<file path="src/sv/kmp_pkg.sv">
// ----------------------------------------------------------------------------
// kmp_pkg
// Shared types, sizes and codes for the streaming KMP matcher.
// ----------------------------------------------------------------------------
package kmp_pkg;

  // Sizes
  localparam int PATTERN_MAX   = 64;
  localparam int POSITION_BITS = 32;
  localparam int CHAR_W        = 8;
  localparam int START_W       = 32;
  localparam int IDX_W         = $clog2(PATTERN_MAX);
  localparam int CNT_W         = $clog2(PATTERN_MAX + 1);

  // Item commands
  localparam logic [1:0] CMD_CLEAR  = 2'd0;
  localparam logic [1:0] CMD_APPEND = 2'd1;
  localparam logic [1:0] CMD_TEXT   = 2'd2;

  // Result status codes
  localparam logic [1:0] ST_OK    = 2'd0;
  localparam logic [1:0] ST_FULL  = 2'd1;
  localparam logic [1:0] ST_EMPTY = 2'd2;

  typedef struct packed {
    logic [1:0]        cmd;
    logic [CHAR_W-1:0] char_value;
  } kmp_in_t;

  typedef struct packed {
    logic               match_found;
    logic [START_W-1:0] match_start;
    logic [1:0]         status;
  } kmp_out_t;

  // Controller to datapath commands
  typedef struct packed {
    logic capture;     // latch the accepted item, issue the first table read
    logic step;        // evaluate one compare / fallback step
    logic wrap;        // full match: take the fallback length from the table
    logic fin_direct;  // load the output register from the current result
    logic fin_save;    // park the current result while the output is stalled
    logic fin_saved;   // load the output register from the parked result
  } kmp_ctl_t;

  // Datapath to controller status
  typedef struct packed {
    logic exec_done;   // item completes in this step
    logic need_wrap;   // text byte completed the pattern
    logic out_free;    // output register can take a result this cycle
  } kmp_sts_t;

endpackage

</file>
<file path="src/sv/kmp_ram.sv">
// ----------------------------------------------------------------------------
// kmp_ram
// Generic single write port, single read port RAM with registered read data.
// ----------------------------------------------------------------------------
module kmp_ram #(
  parameter int WIDTH  = 8,
  parameter int DEPTH  = 64,
  parameter int ADDR_W = $clog2(DEPTH)
) (
  input  logic              clk,
  input  logic              we,
  input  logic [ADDR_W-1:0] waddr,
  input  logic [WIDTH-1:0]  wdata,
  input  logic [ADDR_W-1:0] raddr,
  output logic [WIDTH-1:0]  rdata
);

  logic [WIDTH-1:0] mem [DEPTH];

  // Write and registered read
  always_ff @(posedge clk) begin
    if (we) begin
      mem[waddr] <= wdata;
    end
    rdata <= mem[raddr];
  end

endmodule

</file>
<file path="src/sv/kmp_ctrl.sv">
// ----------------------------------------------------------------------------
// kmp_ctrl
// Sequencer for the KMP matcher: accepts an item, walks the failure table
// one step per cycle, and hands the result to the output register.
// ----------------------------------------------------------------------------
module kmp_ctrl (
  input  logic              clk,
  input  logic              rst_n,
  input  logic              in_valid,
  output logic              in_stall,
  input  kmp_pkg::kmp_sts_t sts,
  output kmp_pkg::kmp_ctl_t ctl
);

  import kmp_pkg::*;

  localparam logic [1:0] S_IDLE = 2'd0;
  localparam logic [1:0] S_EXEC = 2'd1;
  localparam logic [1:0] S_WRAP = 2'd2;
  localparam logic [1:0] S_HOLD = 2'd3;

  logic [1:0] state_r;
  logic [1:0] state_nxt;

  // Next state and commands
  always_comb begin
    state_nxt = state_r;
    ctl       = '0;
    in_stall  = 1'b1;
    case (state_r)
      S_IDLE: begin
        in_stall = 1'b0;
        if (in_valid) begin
          ctl.capture = 1'b1;
          state_nxt   = S_EXEC;
        end
      end
      S_EXEC: begin
        ctl.step = 1'b1;
        if (sts.need_wrap) begin
          state_nxt = S_WRAP;
        end else if (sts.exec_done) begin
          if (sts.out_free) begin
            ctl.fin_direct = 1'b1;
            state_nxt      = S_IDLE;
          end else begin
            ctl.fin_save = 1'b1;
            state_nxt    = S_HOLD;
          end
        end
      end
      S_WRAP: begin
        ctl.wrap = 1'b1;
        if (sts.out_free) begin
          ctl.fin_direct = 1'b1;
          state_nxt      = S_IDLE;
        end else begin
          ctl.fin_save = 1'b1;
          state_nxt    = S_HOLD;
        end
      end
      S_HOLD: begin
        if (sts.out_free) begin
          ctl.fin_saved = 1'b1;
          state_nxt     = S_IDLE;
        end
      end
      default: begin
        state_nxt = S_IDLE;
      end
    endcase
  end

  // State register
  always_ff @(posedge clk) begin
    if (!rst_n) begin
      state_r <= S_IDLE;
    end else begin
      state_r <= state_nxt;
    end
  end

endmodule

</file>
<file path="src/sv/kmp_dpath.sv">
// ----------------------------------------------------------------------------
// kmp_dpath
// Datapath for the KMP matcher: pattern and failure RAMs, match state,
// text position counter and the output register.
// ----------------------------------------------------------------------------
module kmp_dpath (
  input  logic              clk,
  input  logic              rst_n,
  input  kmp_pkg::kmp_in_t  in_data,
  input  kmp_pkg::kmp_ctl_t ctl,
  output kmp_pkg::kmp_sts_t sts,
  input  logic              out_stall,
  output logic              out_valid,
  output kmp_pkg::kmp_out_t out_data
);

  import kmp_pkg::*;

  // Item and match state
  logic [1:0]               op_r;
  logic [CHAR_W-1:0]        char_r;
  logic [IDX_W-1:0]         len_r,     len_nxt;
  logic [IDX_W-1:0]         build_r,   build_nxt;
  logic [IDX_W-1:0]         matched_r, matched_nxt;
  logic [CNT_W-1:0]         count_r,   count_nxt;
  logic [POSITION_BITS-1:0] pos_r,     pos_nxt;
  kmp_out_t                 res_r,     res_nxt;
  kmp_out_t                 out_r,     out_nxt;
  logic                     out_valid_r, out_valid_nxt;

  // RAM ports
  logic              ram_we;
  logic [IDX_W-1:0]  ram_waddr;
  logic [IDX_W-1:0]  fail_wdata;
  logic [IDX_W-1:0]  pat_raddr;
  logic [IDX_W-1:0]  fail_raddr;
  logic [CHAR_W-1:0] pat_rdata;
  logic [IDX_W-1:0]  fail_rdata;

  // Decode and compare
  logic                     is_clear, is_append, is_text;
  logic                     pat_full, pat_empty, loop_op;
  logic                     hit, step_end, full_hit, commit;
  logic [CNT_W-1:0]         j_len, count_m1;
  logic [IDX_W-1:0]         start_len, fail_base;
  logic [POSITION_BITS-1:0] first_pos;
  logic [POSITION_BITS+START_W-1:0] first_ext;
  kmp_out_t                 res;

  kmp_ram #(
    .WIDTH  (CHAR_W),
    .DEPTH  (PATTERN_MAX),
    .ADDR_W (IDX_W)
  ) u_pat_ram (
    .clk   (clk),
    .we    (ram_we),
    .waddr (ram_waddr),
    .wdata (char_r),
    .raddr (pat_raddr),
    .rdata (pat_rdata)
  );

  kmp_ram #(
    .WIDTH  (IDX_W),
    .DEPTH  (PATTERN_MAX),
    .ADDR_W (IDX_W)
  ) u_fail_ram (
    .clk   (clk),
    .we    (ram_we),
    .waddr (ram_waddr),
    .wdata (fail_wdata),
    .raddr (fail_raddr),
    .rdata (fail_rdata)
  );

  // Decode the held item and evaluate one table step
  always_comb begin
    is_clear  = (op_r == CMD_CLEAR);
    is_append = (op_r == CMD_APPEND);
    is_text   = (op_r == CMD_TEXT);
    pat_full  = (count_r == CNT_W'(PATTERN_MAX));
    pat_empty = (count_r == '0);
    loop_op   = (is_append && !pat_full && !pat_empty) || (is_text && !pat_empty);
    hit       = (pat_rdata == char_r);
    step_end  = hit || (len_r == '0);
    j_len     = hit ? (CNT_W'(len_r) + CNT_W'(1)) : '0;
    full_hit  = is_text && (j_len == count_r);
    count_m1  = count_r - CNT_W'(1);

    sts.need_wrap = loop_op && step_end && full_hit;
    sts.exec_done = !loop_op || (step_end && !full_hit);
    sts.out_free  = !out_valid_r || !out_stall;
    commit        = ctl.step && sts.exec_done;
  end

  // Table read addresses: start length on capture, fallback length while walking, last pattern entry on a full match
  always_comb begin
    start_len = (in_data.cmd == CMD_APPEND) ? build_r : matched_r;
    pat_raddr = ctl.step ? fail_rdata : start_len;
    fail_base = ctl.step ? fail_rdata : start_len;
    if (ctl.step && sts.need_wrap) begin
      fail_raddr = count_m1[IDX_W-1:0];
    end else if (fail_base == '0) begin
      fail_raddr = '0;
    end else begin
      fail_raddr = fail_base - IDX_W'(1);
    end
  end

  // Append write: new byte and its failure entry at the pattern tail
  always_comb begin
    ram_we     = commit && is_append && !pat_full;
    ram_waddr  = count_r[IDX_W-1:0];
    fail_wdata = pat_empty ? '0 : j_len[IDX_W-1:0];
  end

  // Result of the item in flight
  always_comb begin
    first_pos         = pos_r - POSITION_BITS'(count_r) + POSITION_BITS'(1);
    first_ext         = {{START_W{1'b0}}, first_pos};
    res.match_found   = ctl.wrap;
    res.match_start   = ctl.wrap ? first_ext[START_W-1:0] : '0;
    if (is_append && pat_full) begin
      res.status = ST_FULL;
    end else if (is_text && pat_empty) begin
      res.status = ST_EMPTY;
    end else begin
      res.status = ST_OK;
    end
  end

  // Next state of the match registers
  always_comb begin
    len_nxt     = len_r;
    build_nxt   = build_r;
    matched_nxt = matched_r;
    count_nxt   = count_r;
    pos_nxt     = pos_r;
    if (ctl.capture) begin
      len_nxt = start_len;
    end else if (ctl.step && loop_op && !step_end) begin
      // fall back through the failure table
      len_nxt = fail_rdata;
    end
    if (commit) begin
      if (is_clear) begin
        build_nxt   = '0;
        matched_nxt = '0;
        count_nxt   = '0;
        pos_nxt     = '0;
      end else if (is_append && !pat_full) begin
        build_nxt = fail_wdata;
        count_nxt = count_r + CNT_W'(1);
      end else if (is_text) begin
        if (!pat_empty) begin
          matched_nxt = j_len[IDX_W-1:0];
        end
        pos_nxt = pos_r + POSITION_BITS'(1);
      end
    end
    if (ctl.wrap) begin
      matched_nxt = fail_rdata;
      pos_nxt     = pos_r + POSITION_BITS'(1);
    end
  end

  // Output register and parked result
  always_comb begin
    out_nxt       = out_r;
    res_nxt       = res_r;
    out_valid_nxt = out_valid_r;
    if (out_valid_r && !out_stall) begin
      out_valid_nxt = 1'b0;
    end
    if (ctl.fin_save) begin
      res_nxt = res;
    end
    if (ctl.fin_direct) begin
      out_nxt       = res;
      out_valid_nxt = 1'b1;
    end else if (ctl.fin_saved) begin
      out_nxt       = res_r;
      out_valid_nxt = 1'b1;
    end
  end

  // Control and match state
  always_ff @(posedge clk) begin
    if (!rst_n) begin
      build_r     <= '0;
      matched_r   <= '0;
      count_r     <= '0;
      pos_r       <= '0;
      out_valid_r <= 1'b0;
    end else begin
      build_r     <= build_nxt;
      matched_r   <= matched_nxt;
      count_r     <= count_nxt;
      pos_r       <= pos_nxt;
      out_valid_r <= out_valid_nxt;
    end
  end

  // Payload registers
  always_ff @(posedge clk) begin
    if (ctl.capture) begin
      op_r   <= in_data.cmd;
      char_r <= in_data.char_value;
    end
    len_r <= len_nxt;
    res_r <= res_nxt;
    out_r <= out_nxt;
  end

  assign out_valid = out_valid_r;
  assign out_data  = out_r;

endmodule

</file>
<file path="src/sv/kmp_stream_matcher.sv">
// ----------------------------------------------------------------------------
// kmp_stream_matcher
// Streaming Knuth-Morris-Pratt matcher with incremental failure table build.
//
// Input transfer (in_valid / in_stall, in_data): cmd clear empties the
// pattern and the match state, cmd append adds one pattern byte and extends
// the failure table, cmd text feeds one text byte. Every item gives exactly
// one result transfer (out_valid / out_stall, out_data) with match_found,
// match_start (index of the occurrence's first byte) and status.
// An accepted item is latched with its first table reads issued. Each compare
// either settles it and hands on the result, or falls back one entry
// through the failure table; a text byte that completes the pattern takes
// one more step for the overlap fallback read. The pattern and failure RAMs
// are walked one entry per cycle on one read port each.
// in_stall is low only while the sequencer is idle. A finished result waits
// in the output register while the receiver stalls, and the next item is
// still accepted; a second result parks until the output register drains.
// Reset (rst_n low, synchronous) empties the pattern and zeroes the match
// length and text position; RAM contents are not cleared.
// ----------------------------------------------------------------------------
module kmp_stream_matcher (
  input  logic              clk,
  input  logic              rst_n,
  input  logic              in_valid,
  output logic              in_stall,
  input  kmp_pkg::kmp_in_t  in_data,
  output logic              out_valid,
  input  logic              out_stall,
  output kmp_pkg::kmp_out_t out_data
);

  import kmp_pkg::*;

  kmp_ctl_t ctl;
  kmp_sts_t sts;

  kmp_ctrl u_ctrl (
    .clk      (clk),
    .rst_n    (rst_n),
    .in_valid (in_valid),
    .in_stall (in_stall),
    .sts      (sts),
    .ctl      (ctl)
  );

  kmp_dpath u_dpath (
    .clk       (clk),
    .rst_n     (rst_n),
    .in_data   (in_data),
    .ctl       (ctl),
    .sts       (sts),
    .out_stall (out_stall),
    .out_valid (out_valid),
    .out_data  (out_data)
  );

endmodule
</file>
<file path="config.mk">
export PLATFORM = sky130hd
export DESIGN_NAME = kmp_stream_matcher
export DESIGN_NICKNAME = d
export VERILOG_FILES = /design/src/sv/kmp_pkg.sv /design/src/sv/kmp_ram.sv /design/src/sv/kmp_ctrl.sv /design/src/sv/kmp_dpath.sv /design/src/sv/kmp_stream_matcher.sv
export SDC_FILE = /design/constraint.sdc
export NUM_CORES = 1
export LEC_CHECK = 0
export ABC_AREA = 0
export BUFFER_PORTS_ARGS = -buffer_cell sky130_fd_sc_hd__buf_2
export CELL_PAD_IN_SITES_DETAIL_PLACEMENT = 1
export CELL_PAD_IN_SITES_GLOBAL_PLACEMENT = 1
export CORE_ASPECT_RATIO = 0.6
export CORE_MARGIN = 3
export CORE_UTILIZATION = 35
export CTS_BUF_LIST = sky130_fd_sc_hd__clkbuf_2 sky130_fd_sc_hd__clkbuf_4 sky130_fd_sc_hd__clkbuf_8
export CTS_CLUSTER_SIZE = 16
export DETAILED_ROUTE_END_ITERATION = 16
export PLACE_DENSITY_LB_ADDON = 0.1
export REMOVE_ABC_BUFFERS = 1
export SETUP_SLACK_MARGIN = 0.1
export SYNTH_ARGS = -nofsm -noshare
export SYNTH_HDL_FRONTEND = slang
export SYNTH_SLANG_ARGS = --single-unit
</file>
<file path="constraint.sdc">
create_clock -name clk -period 12.2 [get_ports clk]
set_clock_uncertainty 0.05 [all_clocks]
set_input_delay 2.44 -clock clk [delete_from_list [all_inputs] [get_ports clk]]
set_output_delay 2.44 -clock clk [all_outputs]
set_load 0.01 [all_outputs]
</file>
### Word level (Yosys, flattened, before mapping)

Memories as Yosys holds them, arrays and structs flattened. A register that Yosys moved wholly into a read port is not among the register bits.
Cells that the tools add are included.

* add/subtract/negate cells: 7
* mux-type cells: 50
* equality and inequality tests: 14
* reductions and logical operators: 42

Operators by type and width (count)
* $mux 32: 6
* $mux 6: 15
* $mux 35: 2
* $add 32x1->32 const B: 2
* $sub 32x7->32: 1
* $mux 7: 3
* $mux 2: 9
* $logic_and 1x1->1: 16
* $mux 1: 13
* $logic_not 6->1: 2
* $sub 6x1->6 const B: 2
* $eq 8x8->1: 1
* $pmux 2 s4: 1
* $reduce_bool 2->1: 4
* $add 6x1->7 const B: 1
* $add 7x1->7 const B: 1
* $eq 7x7->1: 1
* $eq 7x7->1 const B: 1
* $logic_not 1->1: 7
* $logic_not 7->1: 1
* $eq 2x1->1 const B: 3
* $eq 2x2->1 const B: 3
* $ne 3x1->1 const B: 2
* $reduce_and 3->1: 2
* other kinds (8): 14

* logic and storage cells: 130
* RAM bits: 896
* bits of input ports: 14
* output and inout bits: 37
* register bits after elaboration: 140
* memories kept: 2

Memory list
* u_dpath.u_pat_ram.mem: words 64, bits a word 8, read ports 1, clocked after Yosys merged registers in 1, wr ports 1, line kmp_ram.sv:18 `logic [WIDTH-1:0] mem [DEPTH];`
* u_dpath.u_fail_ram.mem: words 64, bits a word 6, read ports 1, clocked after Yosys merged registers in 1, wr ports 1, line kmp_ram.sv:18

### Longest topological paths before layout

* depth after elaboration: 12
* mapped depth: 21
* depth with buffers taken out: 16

### By module

Synthesis repeated with hierarchy kept, for this count alone.

* cell total of the unflattened synthesis: 2593
* area total of the unflattened synthesis: 44450.1 um^2

By module, submodules not included
* kmp_ram (u_dpath.u_pat_ram): cells an instance 940, area each 20166.8 um^2, times used 1, sequential area each 15534.9 um^2
* kmp_ram (u_dpath.u_fail_ram): cells an instance 720, area each 15225.9 um^2, times used 1, sequential area each 11651.2 um^2
* kmp_dpath: cells an instance 900, area each 8800.9 um^2, times used 1, sequential area each 3623.5 um^2
* kmp_ctrl: cells an instance 33, area each 256.5 um^2, times used 1, sequential area each 40.0 um^2

### Worst setup path after synthesis

Ideal clock, no wire load.

* kind: input to register
* from: in in_data[9] (netlist name)
* to: reg u_dpath.u_fail_ram.rdata[0], read port of u_dpath.u_fail_ram.mem
* library setup time: 0.140 ns
* required time: 12.010 ns
* cell stages on the path: 16
* path buffers: 5
* path slack: 5.739 ns
* data arrival time: 6.271 ns
* cell sequence: nand2b_1 > clkbuf_1 > mux2_2 > mux2i_1 > clkbuf_1 > clkbuf_1 > ha_1 > a21o_1 > a21oi_1 > clkbuf_1 > clkbuf_1 > nor3b_1 > a211oi_1 > a311oi_1 > o31ai_1 > o311ai_1

* word-level cells in the longest chain between the ends: 6
* elaborated cells on any way between the ends: 7
* classes of those cells: add/sub: 1; eq/ne: 1; mux: 4; reduce/logical: 1

RTL lines
* from (decl): line kmp_stream_matcher.sv:26 `input kmp_pkg::kmp_in_t in_data,`
* $eq 2x1->1 (*): line kmp_dpath.sv:98 `start_len = (in_data.cmd == CMD_APPEND) ? build_r : matched_r;`
* $mux 6 (*): line kmp_dpath.sv:98
* $mux 6 (*): line kmp_dpath.sv:100 `fail_base = ctl.step ? fail_rdata : start_len;`
* $sub 6x1->6 or $logic_not 6->1 (tied branches): line kmp_dpath.sv:106, kmp_dpath.sv:103
* $mux 6 (*): line kmp_dpath.sv:103 `end else if (fail_base == '0) begin`
* $mux 6 (*): line kmp_dpath.sv:101 `if (ctl.step && sts.need_wrap) begin`
* to (decl): line kmp_ram.sv:15 `output logic [WIDTH-1:0] rdata`

Mark *: on every way between the ends. The rest lies on a longest branch, timed or not.
A chain may end at the register's enable or synchronous reset.

### Final worst setup path

Same ends and word-level chain as after synthesis.

==> out/qor.yml <==
run_status:
  run_status: "finished, final reports clean"
logic_synthesis:
  edff_count_synth: 982
  synth.yosys.warnings: 0
  synth.distinct_cells: 85
  synth_async_sr_flop_share: 0
  synth.cell_area_sq_um: 44500
  synth.yosys.seq_area_share: 0.694
  synth_area_per_cell_sq_um: 15.7
  post_synth_inst_count: 2837
  yosys_register_bits: 1050
  postSynth.topFlopCell: "sky130_fd_sc_hd__edfxtp_1"
setup_path:
  critPathMaxFanout: 70
  worstSetupStartpointType: "input port"
  critPathRequiredTime_ns: 12.92
  cp_data_arrival_time_ns: 8.35
  end_kind: "flip-flop"
  timing_worst_setup_path_type: "input port to flip-flop"
floorplan:
  io-pin-count: 51
  die_height_um: 282
  die-width_um: 466
  initial_cell_density_of_the_core: 0.355
  die_ar_sq_um: 132000
  placement_rows: 100
  core_area_sq_um: 125000
cells_and_area:
  finish.utilization: 0.401
  layout.cells.non_filler: 4773
  signed_area_change_from_the_synthesized_netlist_to_the_final_layout_pct: 12.7
  finish.net_count: 3046
  post_route_cells_drive_above_1_share: 0.210
  n_fill_cell: 12600
clock_network:
  cts_repair_resize_count: 0
  worst_setup_hold_path_clk_slew_ns: 0.07
  clock_tree.root_cell: "sky130_fd_sc_hd__clkbuf_8"
  clk_latency_ns: 0.87
  cts_num_sinks: 1050
  cts_made_buffers: 163
  cts_htree_levels: 4
  cts_tree: "yes"
  postCtsSetupBuffers: 0
  holdBufCountCts: 0
  clock_path_buffers: 3
placement:
  placed_cells_incl_taps: 4477
  detailed_place_hpwl_um: 88900
  io_buffers: 50
  gpl.final_weighted_congestion: 0.849
drt:
  drt_pass1_iterations: 5
  total_via_count_after_detailed_routing: 26700
  detail_route.wl_per_cell_um: 29.5
  totalWireLength_um: 141000
  route.detailed.vias_per_inst: 5.59
  final_antenna_net_count: 0
  drt_iter0_drc: 3027
  drc_viols: 0
worst_hold_path:
  worstHoldPathType: "flip-flop to flip-flop"
power:
  irDropWorstVdd_mv: 0.0994
  power.density_cell_area_nw_per_um2: 175
  p_leak_uw: 0.0158
global_route:
  global_route_wire_length_before_repair_um: 201000
  grt.total_usage: 0.213
  grt_antenna_before_repair: 7
  maximum_number_of_pins_on_one_net_before_global_route_repair: 71
  grt.overflow.total: 0
  via_count_of_the_first_global_routing_pass: 27100
sta:
  period_minus_slack_ns: 7.63
  rsz0062_at_grt: "no"
  tightestPinTransition_ns: 1.32
  slew_violations: 0
  finalCritPeriodShare: 0.625
  setup_viol_count_final: 0
  report.final.hold_viol_count: 0
  timing.max_slew.rel_slack: 0.118
  max_freq_mhz: 131
run:
  drv_cap: 0
[placed cells by master, fill, tap and decap left out, types with 28 or more instances in the layout]
master                     netlist  layout
sky130_fd_sc_hd__dfxtp_1        68      68
sky130_fd_sc_hd__clkbuf_4        0      57
sky130_fd_sc_hd__buf_2          46      50
sky130_fd_sc_hd__mux2i_1        78      75
sky130_fd_sc_hd__clkbuf_8        0     174
sky130_fd_sc_hd__nor2_2          0      53
sky130_fd_sc_hd__nand3_1        71      70
sky130_fd_sc_hd__xnor2_1        50      50
sky130_fd_sc_hd__nor3b_1        34      34
sky130_fd_sc_hd__a211oi_1      154     147
sky130_fd_sc_hd__buf_4           4      64
sky130_fd_sc_hd__nor2_1        167     107
sky130_fd_sc_hd__o21ai_0        51      49
sky130_fd_sc_hd__mux2_2         36      36
sky130_fd_sc_hd__a21oi_1        84      83
sky130_fd_sc_hd__mux4_2        128     128
sky130_fd_sc_hd__edfxtp_1      982     982
sky130_fd_sc_hd__o31ai_1        28      28
sky130_fd_sc_hd__a311oi_1       28      28
sky130_fd_sc_hd__clkinv_1        1      37
sky130_fd_sc_hd__ha_1           72      72
sky130_fd_sc_hd__inv_1          59      59
sky130_fd_sc_hd__a21boi_0       63      63
sky130_fd_sc_hd__nor2b_1        49      49
sky130_fd_sc_hd__nand2_1       160     156
[cell type report]
class | instances | area (sq um) | share of cell area
Multi-Input combinational cell | 1567 | 13000 | 0.259
Clock inverter | 60 | 345 | 0.00689
Clock buffer | 231 | 2820 | 0.0563
Timing Repair Buffer | 115 | 751 | 0.0150
Tap cell | 1683 | 2110 | 0.0420
Antenna cell | 5 | 12.5 | 0.000250
Inverter | 62 | 240 | 0.00479
Sequential cell | 1050 | 30800 | 0.615
[registers in the layout, summed over array words and instances, names as in the netlist, 7 cells and up]
name,count
u_dpath.u_fail_ram.mem,384
u_dpath.u_pat_ram.rdata,8
u_dpath.out_data,35
u_dpath.pos_r,32
u_dpath.count_r,7
u_dpath.res_r,35
u_dpath.char_r,8
u_dpath.u_pat_ram.mem,512
[synthesized netlist by cell type (49+ instances only)]
cell                       count  area (sq um)
sky130_fd_sc_hd__a211oi_1    154          1160
sky130_fd_sc_hd__a21boi_0     63           473
sky130_fd_sc_hd__a21oi_1      84           420
sky130_fd_sc_hd__clkbuf_1     97           364
sky130_fd_sc_hd__dfxtp_1      68          1360
sky130_fd_sc_hd__edfxtp_1    982         29500
sky130_fd_sc_hd__ha_1         72           901
sky130_fd_sc_hd__inv_1        59           221
sky130_fd_sc_hd__mux2i_1      78           781
sky130_fd_sc_hd__mux4_2      128          2880
sky130_fd_sc_hd__nand2_1     160           601
sky130_fd_sc_hd__nand3_1      71           355
sky130_fd_sc_hd__nor2_1      167           627
sky130_fd_sc_hd__nor2b_1      49           307
sky130_fd_sc_hd__o21ai_0      51           255
sky130_fd_sc_hd__xnor2_1      50           438
[cells by family after synthesis]
group,count (synthesis),synth area share
DFF,1050,0.694
and+or+nand+nor,632,0.0702
AOI/OAI and AO/OA,549,0.0884
muxes,243,0.0918
buffers and inverters,220,0.0209
adders and majority gates,73,0.0207
xor gates and xnor gates,70,0.0144
[power breakdown]
group / internal (uW) / switching (uW)
logic: 542 / 1240
registers: 3960 / 57.5
clock network: 1530 / 1450
[routing by layer]
metal,GRT usage,share of wire
met1,0.338,0.51
met2,0.282,0.39
met3,0.0561,0.084
met5,0,0.000050
met4,0.0556,0.018
[path summary, 6_finish.rpt]
path	startpoint	slack (ns)	cells after the start	end
setup / recovery	in_data[9]	4.57	17	u_dpath.u_fail_ram.rdata[0]
hold / removal	u_dpath.matched_r[0]	0.47	2	u_dpath.matched_r[0]
setup reg to reg	u_dpath.char_r[3]	5.03	14	u_dpath.u_fail_ram.rdata[0]
hold reg to reg	u_dpath.matched_r[0]	0.47	2	u_dpath.matched_r[0]
[critical path, stage by stage]
cell                       delay [ns]
sky130_fd_sc_hd__buf_2           0.13
sky130_fd_sc_hd__nand2b_1        0.37
sky130_fd_sc_hd__mux2_2          0.40
sky130_fd_sc_hd__mux2_2          0.33
sky130_fd_sc_hd__inv_8           0.52
sky130_fd_sc_hd__ha_1            0.30
sky130_fd_sc_hd__inv_1           0.10
sky130_fd_sc_hd__a21oi_1         0.23
sky130_fd_sc_hd__a21o_1          0.28
sky130_fd_sc_hd__a21oi_1         0.08
sky130_fd_sc_hd__buf_4           0.28
sky130_fd_sc_hd__nor2_4          0.69
sky130_fd_sc_hd__buf_4           0.75
sky130_fd_sc_hd__a211oi_1        0.18
sky130_fd_sc_hd__nor4_1          0.81
sky130_fd_sc_hd__o31ai_1         0.20
sky130_fd_sc_hd__o311ai_1        0.12
[per-stage QoR]
step	setup TNS (ns)	total power, uW	hold slack [ns]	cell area, sq um	worst slack (ns)
CTS	0	8850	0.469	50100	4.71
global route	0	9140	0.513	50100	4.06
detailed placement	0	5850	0.454	47000	3.78
finish	0	8780	0.468	50100	4.57
floorplan	-22.41	5140	0.421	43800	-3.75
global placement	0	5830	0.438	47000	3.87
(Power assumes the default switching activity.)
